**config.mk**
```make
export PLATFORM = sky130hd
export DESIGN_NAME = lca_seq
export DESIGN_NICKNAME = d
export VERILOG_FILES = /design/src/rtl/core/load_cell_adc_reader_assert.svh /design/src/rtl/core/lca_pkg.sv /design/src/rtl/core/lca_seq.sv
export SDC_FILE = /design/constraint.sdc
export NUM_CORES = 1
export LEC_CHECK = 0
export BUFFER_PORTS_ARGS = -buffer_cell sky130_fd_sc_hd__buf_2
export CAP_MARGIN = 20
export CELL_PAD_IN_SITES_DETAIL_PLACEMENT = 1
export CELL_PAD_IN_SITES_GLOBAL_PLACEMENT = 2
export CORE_MARGIN = 10
export CORE_UTILIZATION = 32
export DETAILED_ROUTE_END_ITERATION = 6
export PLACE_DENSITY = 0.88
export SLEW_MARGIN = 20
export SYNTH_ARGS = -nofsm -noshare
export SYNTH_HDL_FRONTEND = slang
export SYNTH_SLANG_ARGS = --single-unit
export TNS_END_PERCENT = 1
```
**constraint.sdc**
```tcl
create_clock -name clk -period 2.94 [get_ports clk]
set_clock_uncertainty 0.1 [all_clocks]
set_input_delay 0.441 -clock clk [delete_from_list [all_inputs] [get_ports clk]]
set_output_delay 0.441 -clock clk [all_outputs]
set_load 0.005 [all_outputs]
```
**src/rtl/core/load_cell_adc_reader_assert.svh**
```systemverilog
// assertion macros shared by the load cell converter reader
`ifndef LOAD_CELL_ADC_READER_ASSERT_SVH
`define LOAD_CELL_ADC_READER_ASSERT_SVH

// consequent checked in the same cycle as the antecedent
`define LCA_ASSERT_SAME(lbl, ante, cons, msg) \
  lbl: assert property (@(posedge clk) disable iff (rst) (ante) |-> (cons)) \
    else $error(msg);

// consequent checked in the cycle after the antecedent
`define LCA_ASSERT_NEXT(lbl, ante, cons, msg) \
  lbl: assert property (@(posedge clk) disable iff (rst) (ante) |=> (cons)) \
    else $error(msg);

`endif

```
**src/rtl/core/lca_pkg.sv**
```systemverilog
// shared constants, codes and types of the load cell converter reader
package lca_pkg;

  localparam int DATA_BITS  = 24;
  localparam int TARE_READS = 10;
  localparam int PULSES     = DATA_BITS + 1;

  localparam int TICK_W    = 16;
  localparam int BIT_CNT_W = 5;
  localparam int READS_W   = 4;
  localparam int SUM_W     = DATA_BITS + READS_W;
  localparam int DIFF_W    = DATA_BITS + 1;
  localparam int SCALE_W   = 32;
  localparam int WEIGHT_W  = DIFF_W + SCALE_W;

  // floor(sum / TARE_READS) as (sum * TARE_RECIP) >> TARE_SHIFT, exact for every sum
  localparam int TARE_SHIFT = SUM_W + READS_W;
  localparam longint unsigned TARE_RECIP =
    ((64'd1 << TARE_SHIFT) + 64'(TARE_READS) - 64'd1) / 64'(TARE_READS);
  localparam int RECIP_W = $clog2(TARE_RECIP + 1);
  localparam int PROD_W  = SUM_W + RECIP_W;

  localparam logic [DATA_BITS-1:0] TOP_BIT = {1'b1, {(DATA_BITS-1){1'b0}}};

  // configuration port
  localparam int CFG_ADDR_W = 2;
  localparam int CFG_DATA_W = 32;
  localparam logic [CFG_ADDR_W-1:0] CFG_HALF_PERIOD   = 2'd0;
  localparam logic [CFG_ADDR_W-1:0] CFG_POWER_DOWN    = 2'd1;
  localparam logic [CFG_ADDR_W-1:0] CFG_INVERSE_SCALE = 2'd2;

  localparam logic [TICK_W-1:0]        HALF_PERIOD_RST = 16'd50;
  localparam logic [TICK_W-1:0]        POWER_DOWN_RST  = 16'd3500;
  localparam logic signed [SCALE_W-1:0] SCALE_RST      = 32'sd65536;

  // action and event codes
  localparam int ACT_W = 3;
  localparam int EV_W  = 3;
  localparam logic [ACT_W-1:0] ACT_NONE       = 3'd0;
  localparam logic [ACT_W-1:0] ACT_MEASURE    = 3'd1;
  localparam logic [ACT_W-1:0] ACT_TARE       = 3'd2;
  localparam logic [ACT_W-1:0] ACT_POWER_DOWN = 3'd3;
  localparam logic [ACT_W-1:0] ACT_POWER_UP   = 3'd4;
  localparam logic [EV_W-1:0]  EV_NONE        = 3'd0;
  localparam logic [EV_W-1:0]  EV_MEASURE     = 3'd1;
  localparam logic [EV_W-1:0]  EV_TARE        = 3'd2;
  localparam logic [EV_W-1:0]  EV_POWER_DOWN  = 3'd3;
  localparam logic [EV_W-1:0]  EV_POWER_UP    = 3'd4;

  // stream widths
  localparam int IN_TDATA_W    = 8;
  localparam int IN_TUSER_W    = ACT_W;
  localparam int OUT_FIELDS_W  = 2 + DATA_BITS + WEIGHT_W;
  localparam int OUT_TDATA_W   = ((OUT_FIELDS_W + 7) / 8) * 8;
  localparam int OUT_TUSER_W   = EV_W;

  typedef enum logic [2:0] {
    PH_IDLE,
    PH_M_WAIT,
    PH_M_HIGH,
    PH_M_LOW,
    PH_T_WAIT,
    PH_T_HIGH,
    PH_T_LOW,
    PH_PD
  } phase_t;

  // one tick result as it leaves the sequencer
  typedef struct packed {
    logic                     clock_line;
    logic                     busy;
    logic [EV_W-1:0]          ev;
    logic [DATA_BITS-1:0]     raw;
    logic signed [DIFF_W-1:0] diff;
    logic [SUM_W-1:0]         sum;
  } seq_res_t;

endpackage

```
**src/rtl/core/lca_seq.sv**
```systemverilog
// pin sequencer: clock pulses, bit capture, tare accumulation, one result per tick
module lca_seq (
  input  logic                          clk,
  input  logic                          rst,
  input  logic                          step,
  input  logic                          data_line,
  input  logic [lca_pkg::ACT_W-1:0]     action,
  input  logic [lca_pkg::TICK_W-1:0]    half_period_ticks,
  input  logic [lca_pkg::TICK_W-1:0]    power_down_ticks,
  input  logic [lca_pkg::DATA_BITS-1:0] tare_offset,
  output lca_pkg::seq_res_t             res
);
  import lca_pkg::*;

  phase_t                 phase, phase_next;
  logic [TICK_W-1:0]      tick_count, tick_count_next;
  logic [BIT_CNT_W-1:0]   bit_count, bit_count_next;
  logic [DATA_BITS-1:0]   shift_word, shift_word_next;
  logic [SUM_W-1:0]       tare_sum, tare_sum_next;
  logic [READS_W-1:0]     tare_reads_done, tare_reads_done_next;
  logic                   clock_level, clock_level_next;
  seq_res_t               res_next;

  logic [TICK_W-1:0]      half_len, pd_len;
  logic [BIT_CNT_W-1:0]   bit_inc;
  logic [DATA_BITS-1:0]   raw_word;
  logic [SUM_W-1:0]       sum_inc;
  logic [READS_W-1:0]     reads_inc;

  assign half_len  = (half_period_ticks == '0) ? TICK_W'(1) : half_period_ticks;
  assign pd_len    = (power_down_ticks == '0) ? TICK_W'(1) : power_down_ticks;
  assign bit_inc   = bit_count + BIT_CNT_W'(1);
  assign raw_word  = shift_word ^ TOP_BIT;
  assign sum_inc   = tare_sum + SUM_W'(raw_word);
  assign reads_inc = tare_reads_done + READS_W'(1);

  always_ff @(posedge clk) begin
    if (rst) begin
      phase           <= PH_IDLE;
      tick_count      <= '0;
      bit_count       <= '0;
      shift_word      <= '0;
      tare_sum        <= '0;
      tare_reads_done <= '0;
      clock_level     <= 1'b0;
    end else if (step) begin
      phase           <= phase_next;
      tick_count      <= tick_count_next;
      bit_count       <= bit_count_next;
      shift_word      <= shift_word_next;
      tare_sum        <= tare_sum_next;
      tare_reads_done <= tare_reads_done_next;
      clock_level     <= clock_level_next;
    end
  end

  always_ff @(posedge clk) begin
    if (step) begin
      res <= res_next;
    end
  end

  always_comb begin
    phase_next           = phase;
    tick_count_next      = tick_count;
    bit_count_next       = bit_count;
    shift_word_next      = shift_word;
    tare_sum_next        = tare_sum;
    tare_reads_done_next = tare_reads_done;
    clock_level_next     = clock_level;
    res_next.ev          = EV_NONE;
    res_next.raw         = '0;
    res_next.diff        = '0;
    res_next.sum         = '0;

    unique case (phase)
      PH_IDLE: begin
        unique case (action)
          ACT_MEASURE: begin
            phase_next      = PH_M_WAIT;
            bit_count_next  = '0;
            shift_word_next = '0;
          end
          ACT_TARE: begin
            phase_next           = PH_T_WAIT;
            bit_count_next       = '0;
            shift_word_next      = '0;
            tare_sum_next        = '0;
            tare_reads_done_next = '0;
          end
          ACT_POWER_DOWN: begin
            clock_level_next = 1'b1;
            tick_count_next  = TICK_W'(1);
            phase_next       = PH_PD;
          end
          ACT_POWER_UP: begin
            clock_level_next = 1'b0;
            res_next.ev      = EV_POWER_UP;
          end
          default: begin
          end
        endcase
      end
      PH_M_WAIT, PH_T_WAIT: begin
        if (!data_line) begin
          clock_level_next = 1'b1;
          tick_count_next  = TICK_W'(1);
          bit_count_next   = '0;
          shift_word_next  = '0;
          phase_next       = (phase == PH_M_WAIT) ? PH_M_HIGH : PH_T_HIGH;
        end
      end
      PH_M_HIGH, PH_T_HIGH: begin
        if (tick_count >= half_len) begin
          // sample at the end of the high half, msb first
          if (bit_count < BIT_CNT_W'(DATA_BITS)) begin
            shift_word_next = {shift_word[DATA_BITS-2:0], data_line};
          end
          clock_level_next = 1'b0;
          tick_count_next  = TICK_W'(1);
          phase_next       = (phase == PH_M_HIGH) ? PH_M_LOW : PH_T_LOW;
        end else begin
          tick_count_next = tick_count + TICK_W'(1);
        end
      end
      PH_M_LOW, PH_T_LOW: begin
        if (tick_count >= half_len) begin
          bit_count_next = bit_inc;
          if (bit_inc < BIT_CNT_W'(PULSES)) begin
            clock_level_next = 1'b1;
            tick_count_next  = TICK_W'(1);
            phase_next       = (phase == PH_M_LOW) ? PH_M_HIGH : PH_T_HIGH;
          end else begin
            tick_count_next = '0;
            bit_count_next  = '0;
            if (phase == PH_M_LOW) begin
              res_next.ev   = EV_MEASURE;
              res_next.raw  = raw_word;
              res_next.diff = $signed({1'b0, raw_word}) - $signed({1'b0, tare_offset});
              phase_next    = PH_IDLE;
            end else begin
              tare_sum_next        = sum_inc;
              tare_reads_done_next = reads_inc;
              if (reads_inc >= READS_W'(TARE_READS)) begin
                res_next.ev  = EV_TARE;
                res_next.sum = sum_inc;
                phase_next   = PH_IDLE;
              end else begin
                shift_word_next = '0;
                phase_next      = PH_T_WAIT;
              end
            end
          end
        end else begin
          tick_count_next = tick_count + TICK_W'(1);
        end
      end
      PH_PD: begin
        if (tick_count >= pd_len) begin
          res_next.ev     = EV_POWER_DOWN;
          tick_count_next = '0;
          phase_next      = PH_IDLE;
        end else begin
          tick_count_next = tick_count + TICK_W'(1);
        end
      end
    endcase

    res_next.clock_line = clock_level_next;
    res_next.busy       = (phase_next != PH_IDLE);
  end

endmodule

```
==> reports/metrics.cfg <==
[run_status]
status=completed

[synth]
synth_mux_area_frac=0
syn_nets=1279
synth.top_cell.area_share=0.246
synth_area_leaders=edfxtp_1 (25%), dfxtp_1 (16%), ha_1 (10%)
synthArstFlopShare=0
synth-edff-count=82
synth_top_cell_by_area=edfxtp_1
synthXorXnorAreaFrac=0.0419
synthFlopType=edfxtp_1
synth_common_cells=nor2_1 (113), a21oi_1 (110), nand2_1 (93)
avgSynthCellArea_um2=8.87
synth-simple-area-share=0.199
synthCells=1130
synth.most_common_cell=nor2_1
synthAdderAreaFrac=0.110
synth_compound_gate_area_share=0.195
yosysWarnings=0
synth-seq-cells=163
synth_top_family_by_area=simple AND/OR/NAND/NOR gates
seq_area_frac_synth=0.407
syn-cell-area_um2=10000
synth.distinct_cells=78

[worst_setup_path]
critical_path.max_fanout=3
reg2reg_setup_slack_ps=20
startpoint_type=register
r2r_end=res[51]
ff2ff_path_depth=11
crit_path_end_kind=register
crit_arrival_ps=3010
cp_data_required_time_ps=3030
r2r-start=shift_word[1]
critical_path_class=register to register

[grt]
grt_max_degree=69
grt_overflow=0
grt_pass1_wl_um=50700
grt_pass1_vias=9693
track_usage=0.160
antenna_found_initial=1

[timing]
finalCritPeriodShare=0.994
fmax_mhz=342
relSlewSlack=0.411
grt_setup_unrepaired=yes
drv_slew=0
hold_slack_ps=262
tightest_slew_ps=884
min_period_ps=2920
setup_viol=0
hold_viol_final=0

[die]
initial_core_util=0.326
fp.dieW_um=197
fp.dieH_um=197
rows=64
core_um2=30700
die_area_um2=38800
io_pins=145

[detailed_routing]
drc=0
first_pass_iters=5
ant_nets=0
via_count=9283
wirelength_um=32600
wire_per_inst_um=18.2
via_per_inst=5.19
drtIter0Drc=340

[final_layout]
fin_area_um2=13200
fin_nets=1526
post-route-util=0.429
layout-drive-gt1-share=0.278
instances_no_fill=1787
area_delta_synth_final_pct=31.5

[clocking]
cts.clk_slew.worst_paths_ps=70
clock_sinks=163
h-tree-depth=4
cts_buffers=17
cts_root_buf=clkbuf_16
cts_tree=done
clock_latency_ps=440
cts_hold_buffers=0
cts_max_path_buffers=2

[worst_hold_path]
hold_path.class=primary input to register
worstHoldPathCells=3
min-delay-start=data_line
min_to=shift_word[0]

[power]
design_power_total_w=0.00552
powerDensity_nw_per_um2=419
p_leak_nw=5.77
peakVddDrop_mv=0.388

[placed_design]
gp_congestion=0.835
dp.cells=1743
io_buffers=144
placed_area_um2=12100
hpwlAfterDp_um=23900

[job]
drv_cap=0

==> critical path, cell delays in order, from the launching register on <==
cell and delay, ps:
dfxtp_2 350, buf_4 140, ha_1 250, nor2b_1 140, o31a_1 260, a211oi_2 330, a21oi_2 140, a31o_2 230
and2_4 170, o41ai_2 250, xor2_1 250, nor2_1 60
==> sequential cells by signal, summed over array words and instances, names as in the netlist <==
register,flops
tare_reads_done,4
shift_word,24
bit_count,5
clock_level,1
tick_count,16
res,82
phase,3
tare_sum,28
==> cell families after synthesis <==
family,Yosys count
buf+inv,118
xor+xnor,48
compound gates,301
fa+ha+maj,87
flops,163
simple gates,413
==> cell usage in the layout, fill, tap and decap left out, types with 4 or more instances in the layout <==
cell       count
buf_2        141
buf_4        115
nor2_1       113
a21oi_1      104
nand2_1       90
edfxtp_1      82
ha_1          80
dfxtp_1       76
inv_1         71
o21ai_0       49
nand3_1       45
nor3_1        35
a21o_1        33
xnor2_1       26
and2_1        25
xor2_1        21
clkbuf_16     21
nor2b_1       14
and3_1        14
a31oi_1       12
nand4_1       10
o21a_1        10
a211oi_1       9
buf_12         9
nand2b_1       8
o21bai_1       8
nand3b_1       8
o211ai_1       7
buf_6          7
a211oi_2       6
o21ai_1        6
nor3_2         6
or3_1          6
inv_6          6
a21oi_2        5
dfxtp_2        5
o31ai_2        4
a22o_1         4
==> area by class of cell <==
class                      count  area, um2
antenna                        1       2.50
multi-input combinational    849       5810
clock inverter                12        151
sequential                   163       4090
clock buffer                  20        479
fill                        3614      17600
inverter                      72        270
timing repair buffer         274       1880
tap                          396        495
==> repair_timing <==
item / 4_1_cts / 5_1_grt
buffers inserted: 1 / 8
resized for setup: 11 / 64
pin swaps: 3 / 30
setup endpoints to repair: 138 / 121
cloned: 0 / 2
==> metal layers <==
metal	up-vias	track usage	part of all wire
met5	-	0	0
met4	0	0.0439	0.016
met3	37	0.0378	0.055
met2	182	0.276	0.49
met1	4511	0.194	0.44
li1	4553	-	-
==> power breakdown <==
part | total [W] | leakage, nW | internal (W) | switching, W
clock network | 0.00243 | 0.312 | 0.00138 | 0.00104
logic | 0.000615 | 4.02 | 0.000257 | 0.000358
registers | 0.00248 | 1.44 | 0.00245 | 0.0000298
==> metrics by stage <==
stage	setup TNS [ps]	setup WS, ps
global route	-1140	-117
floorplan	-3.01	-3.01
finish	0	16.5
detailed placement	-96240	-848
CTS	-280	-59.7
global placement	-62980	-514
==> worst max-delay path by stage <==
stage                          from              to  slack, ps  cells past startpoint
3_3_place_gp   half_period_ticks[1]  shift_word[19]       -510                     14
3_5_place_dp   half_period_ticks[1]   shift_word[3]       -850                     14
6_report              shift_word[1]         res[51]         20                     11
5_1_grt               shift_word[0]    tare_sum[16]       -120                     13
2_1_floorplan   power_down_ticks[1]  tick_count[15]         -3                     11
4_1_cts               shift_word[1]         res[51]        -60                     11
Power figures use the tool's default switching activity.
