--- config.mk ---
export PLATFORM = sky130hd
export DESIGN_NAME = lca_calc
export DESIGN_NICKNAME = d
export VERILOG_FILES = /design/src/rtl/core/load_cell_adc_reader_assert.svh /design/src/rtl/core/lca_pkg.sv /design/src/rtl/core/lca_calc.sv
export SDC_FILE = /design/constraint.sdc
export NUM_CORES = 2
export LEC_CHECK = 0
export BUFFER_PORTS_ARGS = -buffer_cell sky130_fd_sc_hd__buf_2
export CAP_MARGIN = 20
export CORE_ASPECT_RATIO = 1.1
export CORE_UTILIZATION = 55
export DETAILED_ROUTE_END_ITERATION = 8
export HOLD_SLACK_MARGIN = 0.03
export PLACE_DENSITY = 0.73
export SKIP_CTS_REPAIR_TIMING = 1
export SLEW_MARGIN = 15
export SYNTH_ARGS = -nofsm -noshare
export SYNTH_HDL_FRONTEND = slang
export SYNTH_SLANG_ARGS = --single-unit
--- constraint.sdc ---
create_clock -name clk -period 10.75 [get_ports clk]
set_input_delay 2.15 -clock clk [delete_from_list [all_inputs] [get_ports clk]]
set_output_delay 2.15 -clock clk [all_outputs]
set_load 0.01 [all_outputs]
--- src/rtl/core/load_cell_adc_reader_assert.svh ---
// assertion macros shared by the load cell converter reader
`ifndef LOAD_CELL_ADC_READER_ASSERT_SVH
`define LOAD_CELL_ADC_READER_ASSERT_SVH

// consequent checked in the same cycle as the antecedent
`define LCA_ASSERT_SAME(lbl, ante, cons, msg) \
  lbl: assert property (@(posedge clk) disable iff (rst) (ante) |-> (cons)) \
    else $error(msg);

// consequent checked in the cycle after the antecedent
`define LCA_ASSERT_NEXT(lbl, ante, cons, msg) \
  lbl: assert property (@(posedge clk) disable iff (rst) (ante) |=> (cons)) \
    else $error(msg);

`endif

--- src/rtl/core/lca_pkg.sv ---
// shared constants, codes and types of the load cell converter reader
package lca_pkg;

  localparam int DATA_BITS  = 24;
  localparam int TARE_READS = 10;
  localparam int PULSES     = DATA_BITS + 1;

  localparam int TICK_W    = 16;
  localparam int BIT_CNT_W = 5;
  localparam int READS_W   = 4;
  localparam int SUM_W     = DATA_BITS + READS_W;
  localparam int DIFF_W    = DATA_BITS + 1;
  localparam int SCALE_W   = 32;
  localparam int WEIGHT_W  = DIFF_W + SCALE_W;

  // floor(sum / TARE_READS) as (sum * TARE_RECIP) >> TARE_SHIFT, exact for every sum
  localparam int TARE_SHIFT = SUM_W + READS_W;
  localparam longint unsigned TARE_RECIP =
    ((64'd1 << TARE_SHIFT) + 64'(TARE_READS) - 64'd1) / 64'(TARE_READS);
  localparam int RECIP_W = $clog2(TARE_RECIP + 1);
  localparam int PROD_W  = SUM_W + RECIP_W;

  localparam logic [DATA_BITS-1:0] TOP_BIT = {1'b1, {(DATA_BITS-1){1'b0}}};

  // configuration port
  localparam int CFG_ADDR_W = 2;
  localparam int CFG_DATA_W = 32;
  localparam logic [CFG_ADDR_W-1:0] CFG_HALF_PERIOD   = 2'd0;
  localparam logic [CFG_ADDR_W-1:0] CFG_POWER_DOWN    = 2'd1;
  localparam logic [CFG_ADDR_W-1:0] CFG_INVERSE_SCALE = 2'd2;

  localparam logic [TICK_W-1:0]        HALF_PERIOD_RST = 16'd50;
  localparam logic [TICK_W-1:0]        POWER_DOWN_RST  = 16'd3500;
  localparam logic signed [SCALE_W-1:0] SCALE_RST      = 32'sd65536;

  // action and event codes
  localparam int ACT_W = 3;
  localparam int EV_W  = 3;
  localparam logic [ACT_W-1:0] ACT_NONE       = 3'd0;
  localparam logic [ACT_W-1:0] ACT_MEASURE    = 3'd1;
  localparam logic [ACT_W-1:0] ACT_TARE       = 3'd2;
  localparam logic [ACT_W-1:0] ACT_POWER_DOWN = 3'd3;
  localparam logic [ACT_W-1:0] ACT_POWER_UP   = 3'd4;
  localparam logic [EV_W-1:0]  EV_NONE        = 3'd0;
  localparam logic [EV_W-1:0]  EV_MEASURE     = 3'd1;
  localparam logic [EV_W-1:0]  EV_TARE        = 3'd2;
  localparam logic [EV_W-1:0]  EV_POWER_DOWN  = 3'd3;
  localparam logic [EV_W-1:0]  EV_POWER_UP    = 3'd4;

  // stream widths
  localparam int IN_TDATA_W    = 8;
  localparam int IN_TUSER_W    = ACT_W;
  localparam int OUT_FIELDS_W  = 2 + DATA_BITS + WEIGHT_W;
  localparam int OUT_TDATA_W   = ((OUT_FIELDS_W + 7) / 8) * 8;
  localparam int OUT_TUSER_W   = EV_W;

  typedef enum logic [2:0] {
    PH_IDLE,
    PH_M_WAIT,
    PH_M_HIGH,
    PH_M_LOW,
    PH_T_WAIT,
    PH_T_HIGH,
    PH_T_LOW,
    PH_PD
  } phase_t;

  // one tick result as it leaves the sequencer
  typedef struct packed {
    logic                     clock_line;
    logic                     busy;
    logic [EV_W-1:0]          ev;
    logic [DATA_BITS-1:0]     raw;
    logic signed [DIFF_W-1:0] diff;
    logic [SUM_W-1:0]         sum;
  } seq_res_t;

endpackage

--- src/rtl/core/lca_calc.sv ---
// result stage: weight multiply, tare average, tare offset and output register
module lca_calc (
  input  logic                                clk,
  input  logic                                rst,
  input  logic                                take,
  input  lca_pkg::seq_res_t                   res,
  input  logic signed [lca_pkg::SCALE_W-1:0]  inverse_scale,
  input  logic                                out_ready,
  output logic                                take_ready,
  output logic                                out_valid,
  output logic                                clock_line,
  output logic                                busy_res,
  output logic [lca_pkg::EV_W-1:0]            event_res,
  output logic [lca_pkg::DATA_BITS-1:0]       raw_reading,
  output logic signed [lca_pkg::WEIGHT_W-1:0] weight,
  output logic [lca_pkg::DATA_BITS-1:0]       tare_offset
);
  import lca_pkg::*;

  logic signed [WEIGHT_W-1:0] product;
  logic [PROD_W-1:0]          avg_prod;
  logic [DATA_BITS-1:0]       tare_avg;

  assign product    = res.diff * inverse_scale;
  assign avg_prod   = PROD_W'(res.sum) * PROD_W'(TARE_RECIP);
  assign tare_avg   = avg_prod[TARE_SHIFT +: DATA_BITS];
  assign take_ready = !out_valid || out_ready;

  always_ff @(posedge clk) begin
    if (rst) begin
      out_valid   <= 1'b0;
      tare_offset <= '0;
    end else begin
      if (take) begin
        out_valid <= 1'b1;
      end else if (out_ready) begin
        out_valid <= 1'b0;
      end
      if (take && res.ev == EV_TARE) begin
        tare_offset <= tare_avg;
      end
    end
  end

  always_ff @(posedge clk) begin
    if (take) begin
      clock_line  <= res.clock_line;
      busy_res    <= res.busy;
      event_res   <= res.ev;
      raw_reading <= (res.ev == EV_TARE) ? tare_avg : res.raw;
      weight      <= (res.ev == EV_MEASURE) ? product : '0;
    end
  end

endmodule
==> results.md <==
- The first detailed-routing pass ran for 6 iterations.
- The floorplan has 110 rows.
- Entering global routing, the biggest net connects 62 pins.
- The sequential cells in the finished layout cover a total of 0.00308 mm^2.
- CTS placed an instance of sky130_fd_sc_hd__clkbuf_16 at the clock tree root.
- After synthesis, the netlist uses 80 different library cells.
- Global routing finished with a remaining overflow of 0.
- During I/O placement, the number of pins put on the boundary was 230.
- The total count of hold-check failures in the final report is 0.
- Hold timing on the final database bottoms out at a slack of 0.466 ns.
- Summing all multi-input logic gate instances after layout gives 0.0367 mm^2.
- Counting along the longest clock path gives a buffer depth of 2.
- Setup repair after global routing left no endpoint under its margin.
- The count of buffers added on input and output ports is 229.
- Counting every net in the synthesized netlist gives 6,426.
- The worst setup path is launched from a primary input.
- The class of the most critical hold timing path is flip-flop to flip-flop.
- The critical-path maximum fanout is 32.
- The average detailed-routed wire length per instance is 20.4 um.
- For this block, the initial DRC count from the detailed router was 2,746.
- The part of the cycle the worst path needs is 0.879.
- The clock latency on the worst-skew pair is 0.38 ns.
- Across every metal layer, demand over resource in global routing totals 0.303.
- The sequential share of the synthesized area is 0.0679.
- Of the total synthesized cell area, the portion taken by AND, OR, NAND and NOR gates is 0.127.
- The critical path required time is 10.88 ns.
- In the final layout, the share of cells above drive strength 1 is 0.0600.
- The synthesis-to-layout area growth is 4.98%.
- The H-tree generated during clock tree synthesis spans 3 levels.
- The smallest clock period supported by the final layout is computed as 9.44 ns.
- The detailed-route via count is 32.6k.
- The clock skew is 0 ns.
- For this run, the share of the core covered by cells in the final layout is 0.583.
- The minimum setup slack among reg-to-reg paths is 9.99 ns.
- The launch point of the worst hold path is tare_offset[12].
- The wire-length estimate of the detail-placed layout is 103,000 um.
- In this run the cell area of the synthesized design comes to 0.0454 mm^2.
- The core area is 0.0818 mm^2.
- The critical path class is primary input to flip-flop.
- The global-route wire length before repair is 194,000 um.
- The initial antenna violation count is 6.
- The type of destination of the critical path is a flip-flop.
- The most used flip-flop cell after synthesis is sky130_fd_sc_hd__edfxtp_1.
- The post-synthesis compound-gate area fraction was 0.0519.
- The max-slew headroom at the worst pin is 0.396.
- The number of buffers created by CTS is 9.
- Data on the critical path arrives at its endpoint at 9.57 ns.
- Of all flip-flops after synthesis, the portion carrying an async set or reset was 0.
- A synthesized cell averages 9.55 um^2.
- In this run the critical register-to-register path is launched from tare_offset[13].
- The synthesized instance count is 4,758.
- Setup violations remaining at the end of the flow were counted as 0.
- At the end of the flow, the number of nets in the layout was 6,517.
- The floorplan step defined a die boundary enclosing 0.0837 mm^2.
- The flop and latch count out of synthesis is 111.
- The startpoint of the worst setup timing path is res[31].
- The max-slew violation total from the final report is 0.
- The area share of fa/ha/maj cells after synthesis is 0.613.
- Across the run, the number of max-cap violations was 0.
- The via-per-instance ratio is 5.51.
- Of the total synthesized cell area, the portion taken by XOR and XNOR cells is 0.0150.
- The initial utilization of the core area, before any placement, comes to 0.556.
- The run finished with clean final reports.
- The clock-pin transition on the worst setup and hold timing paths is 0.07 ns.
- TritonCTS built the clock tree.
- After routing, the total negative slack on setup checks comes to 0 ns.
- The die boundary width is 276 um.
- Counting the fill cells in the layout gives 7,134.
- The congestion estimate from routability-driven global placement came to 0.971.
- By area, the combinational part of the netlist is dominated by adder cells.
- In this run the remaining antenna-violating nets after routing total 0.
- The remaining routing DRC violations is 0.
- The worst-margin pin slew is 0.906 ns.
- The fraction of synthesized area in multiplexers is 0.000220.
- The total detailed-routing wirelength is 121,000 um.
- The number of clock sinks seen by CTS is 111.
- Counting flops with a built-in enable in the synthesized netlist gives 86.
- The number of global-route vias before repair is 35.1k.
- The die height is 303 um.
- During synthesis, Yosys emitted a total of 0 warnings.
- The top achievable clock speed is 106 MHz.
[cells in the final DEF (no fill, tap or decap), types with 6 or more instances in the layout]
master	synthesis	layout
sky130_fd_sc_hd__o21bai_1	10	10
sky130_fd_sc_hd__nor2b_1	9	9
sky130_fd_sc_hd__nand4_1	20	20
sky130_fd_sc_hd__dfxtp_1	25	25
sky130_fd_sc_hd__nor3_1	31	31
sky130_fd_sc_hd__a31oi_1	13	13
sky130_fd_sc_hd__o21ai_1	8	8
sky130_fd_sc_hd__xor2_1	28	28
sky130_fd_sc_hd__fa_1	1128	1128
sky130_fd_sc_hd__buf_2	1	228
sky130_fd_sc_hd__and3_1	12	12
sky130_fd_sc_hd__nand2_1	465	465
sky130_fd_sc_hd__xnor2_1	50	50
sky130_fd_sc_hd__o21ai_0	80	80
sky130_fd_sc_hd__clkbuf_16	0	9
sky130_fd_sc_hd__buf_4	0	19
sky130_fd_sc_hd__a211oi_1	20	20
sky130_fd_sc_hd__o31ai_1	6	6
sky130_fd_sc_hd__a21o_1	48	48
sky130_fd_sc_hd__and2_1	403	403
sky130_fd_sc_hd__nand3_1	34	34
sky130_fd_sc_hd__nand2b_1	17	17
sky130_fd_sc_hd__or2_2	6	6
sky130_fd_sc_hd__o211ai_1	10	10
sky130_fd_sc_hd__inv_1	1329	1329
sky130_fd_sc_hd__a21oi_1	87	87
sky130_fd_sc_hd__or3_1	14	14
sky130_fd_sc_hd__ha_1	422	422
sky130_fd_sc_hd__diode_2	0	6
sky130_fd_sc_hd__a311oi_1	6	6
sky130_fd_sc_hd__o21a_1	19	19
sky130_fd_sc_hd__nor2_1	115	115
sky130_fd_sc_hd__edfxtp_1	86	86
[synthesized netlist by cell type (5+ instances only)]
library cell | instances | area, um^2
sky130_fd_sc_hd__a211oi_1 | 20 | 150
sky130_fd_sc_hd__a21o_1 | 48 | 360
sky130_fd_sc_hd__a21oi_1 | 87 | 435
sky130_fd_sc_hd__a311oi_1 | 6 | 52.6
sky130_fd_sc_hd__a31oi_1 | 13 | 81.3
sky130_fd_sc_hd__and2_1 | 403 | 2520
sky130_fd_sc_hd__and3_1 | 12 | 75.1
sky130_fd_sc_hd__and4_1 | 5 | 43.8
sky130_fd_sc_hd__clkbuf_1 | 162 | 608
sky130_fd_sc_hd__dfxtp_1 | 25 | 500
sky130_fd_sc_hd__edfxtp_1 | 86 | 2580
sky130_fd_sc_hd__fa_1 | 1128 | 22600
sky130_fd_sc_hd__ha_1 | 422 | 5280
sky130_fd_sc_hd__inv_1 | 1329 | 4990
sky130_fd_sc_hd__nand2_1 | 465 | 1750
sky130_fd_sc_hd__nand2b_1 | 17 | 106
sky130_fd_sc_hd__nand3_1 | 34 | 170
sky130_fd_sc_hd__nand4_1 | 20 | 125
sky130_fd_sc_hd__nor2_1 | 115 | 432
sky130_fd_sc_hd__nor2b_1 | 9 | 56.3
sky130_fd_sc_hd__nor3_1 | 31 | 155
sky130_fd_sc_hd__nor3b_1 | 5 | 37.5
sky130_fd_sc_hd__o211ai_1 | 10 | 75.1
sky130_fd_sc_hd__o21a_1 | 19 | 143
sky130_fd_sc_hd__o21ai_0 | 80 | 400
sky130_fd_sc_hd__o21ai_1 | 8 | 40.0
sky130_fd_sc_hd__o21bai_1 | 10 | 75.1
sky130_fd_sc_hd__o31ai_1 | 6 | 45.0
sky130_fd_sc_hd__or2_2 | 6 | 37.5
sky130_fd_sc_hd__or3_1 | 14 | 87.6
sky130_fd_sc_hd__xnor2_1 | 50 | 438
sky130_fd_sc_hd__xor2_1 | 28 | 245
[critical path, stage by stage]
cell                      delay [ns]
sky130_fd_sc_hd__buf_2          0.49
sky130_fd_sc_hd__and2_1         0.24
sky130_fd_sc_hd__fa_1           0.54
sky130_fd_sc_hd__fa_1           0.73
sky130_fd_sc_hd__inv_1          0.24
sky130_fd_sc_hd__fa_1           0.54
sky130_fd_sc_hd__inv_1          0.45
sky130_fd_sc_hd__fa_1           0.54
sky130_fd_sc_hd__fa_1           0.57
sky130_fd_sc_hd__fa_1           0.43
sky130_fd_sc_hd__fa_1           0.45
sky130_fd_sc_hd__ha_1           0.41
sky130_fd_sc_hd__a21o_1         0.22
sky130_fd_sc_hd__a21o_1         0.17
sky130_fd_sc_hd__a21oi_1        0.18
sky130_fd_sc_hd__or2b_2         0.31
sky130_fd_sc_hd__or4_4          0.44
sky130_fd_sc_hd__and3_1         0.16
sky130_fd_sc_hd__or3_1          0.30
[through the flow]
step                      cell area [um^2]  setup slack [ns]  instances
after floorplan                      45400              1.76       4758
after global placement               47400              1.12       5902
after detailed placement             47400             0.996       5902
after CTS                            47700              1.39       5918
after global routing                 47700              1.11       5920
final                                47700              1.31       5924
[path summary, 6_finish.rpt]
check                         end  cells after the start
setup / recovery       weight[55]                     19
hold / removal    tare_offset[12]                      2
setup reg to reg  tare_offset[13]                      3
hold reg to reg   tare_offset[12]                      2
[cell type report]
cell class	count	share of cell area
Antenna cell	6	0.000315
Clock inverter	5	0.000735
Multi-Input combinational cell	3149	0.770
Clock buffer	11	0.00488
Tap cell	1064	0.0279
Timing Repair Buffer	247	0.0269
Sequential cell	111	0.0647
Inverter	1331	0.105
[logic make-up (layout without fill, tap and decap cells)]
logic type | count (synthesis) | count (layout)
buffers and inverters | 1498 | 1594
XOR/XNOR | 78 | 78
AND/OR/NAND/NOR | 1160 | 1160
adder cells (fa/ha/maj) | 1550 | 1550
other | 0 | 6
AO/OA/AOI/OAI | 360 | 360
flip-flops | 111 | 111
multiplexers | 1 | 1
[registers in the layout, summed over array words and instances (netlist names)]
| name | cells |
|---|---|
| raw_reading | 24 |
| tare_offset | 24 |
| busy_res | 1 |
| event_res | 3 |
| weight | 57 |
| out_valid | 1 |
| clock_line | 1 |
[metal layers]
| metal | vias to the layer above | GRT usage | routed length, um |
|---|---|---|---|
| met1 | 16900 | 0.422 | 49400 |
| met2 | 1295 | 0.497 | 59100 |
| met4 | 4 | 0.0905 | 3580 |
| met5 | - | 0 | 35 |
| li1 | 14200 | - | - |
| met3 | 226 | 0.0405 | 8600 |
Power is left out: the tool's default activity adds up to more than one toggle a clock period on the data nets, which glitch-free logic cannot reach.
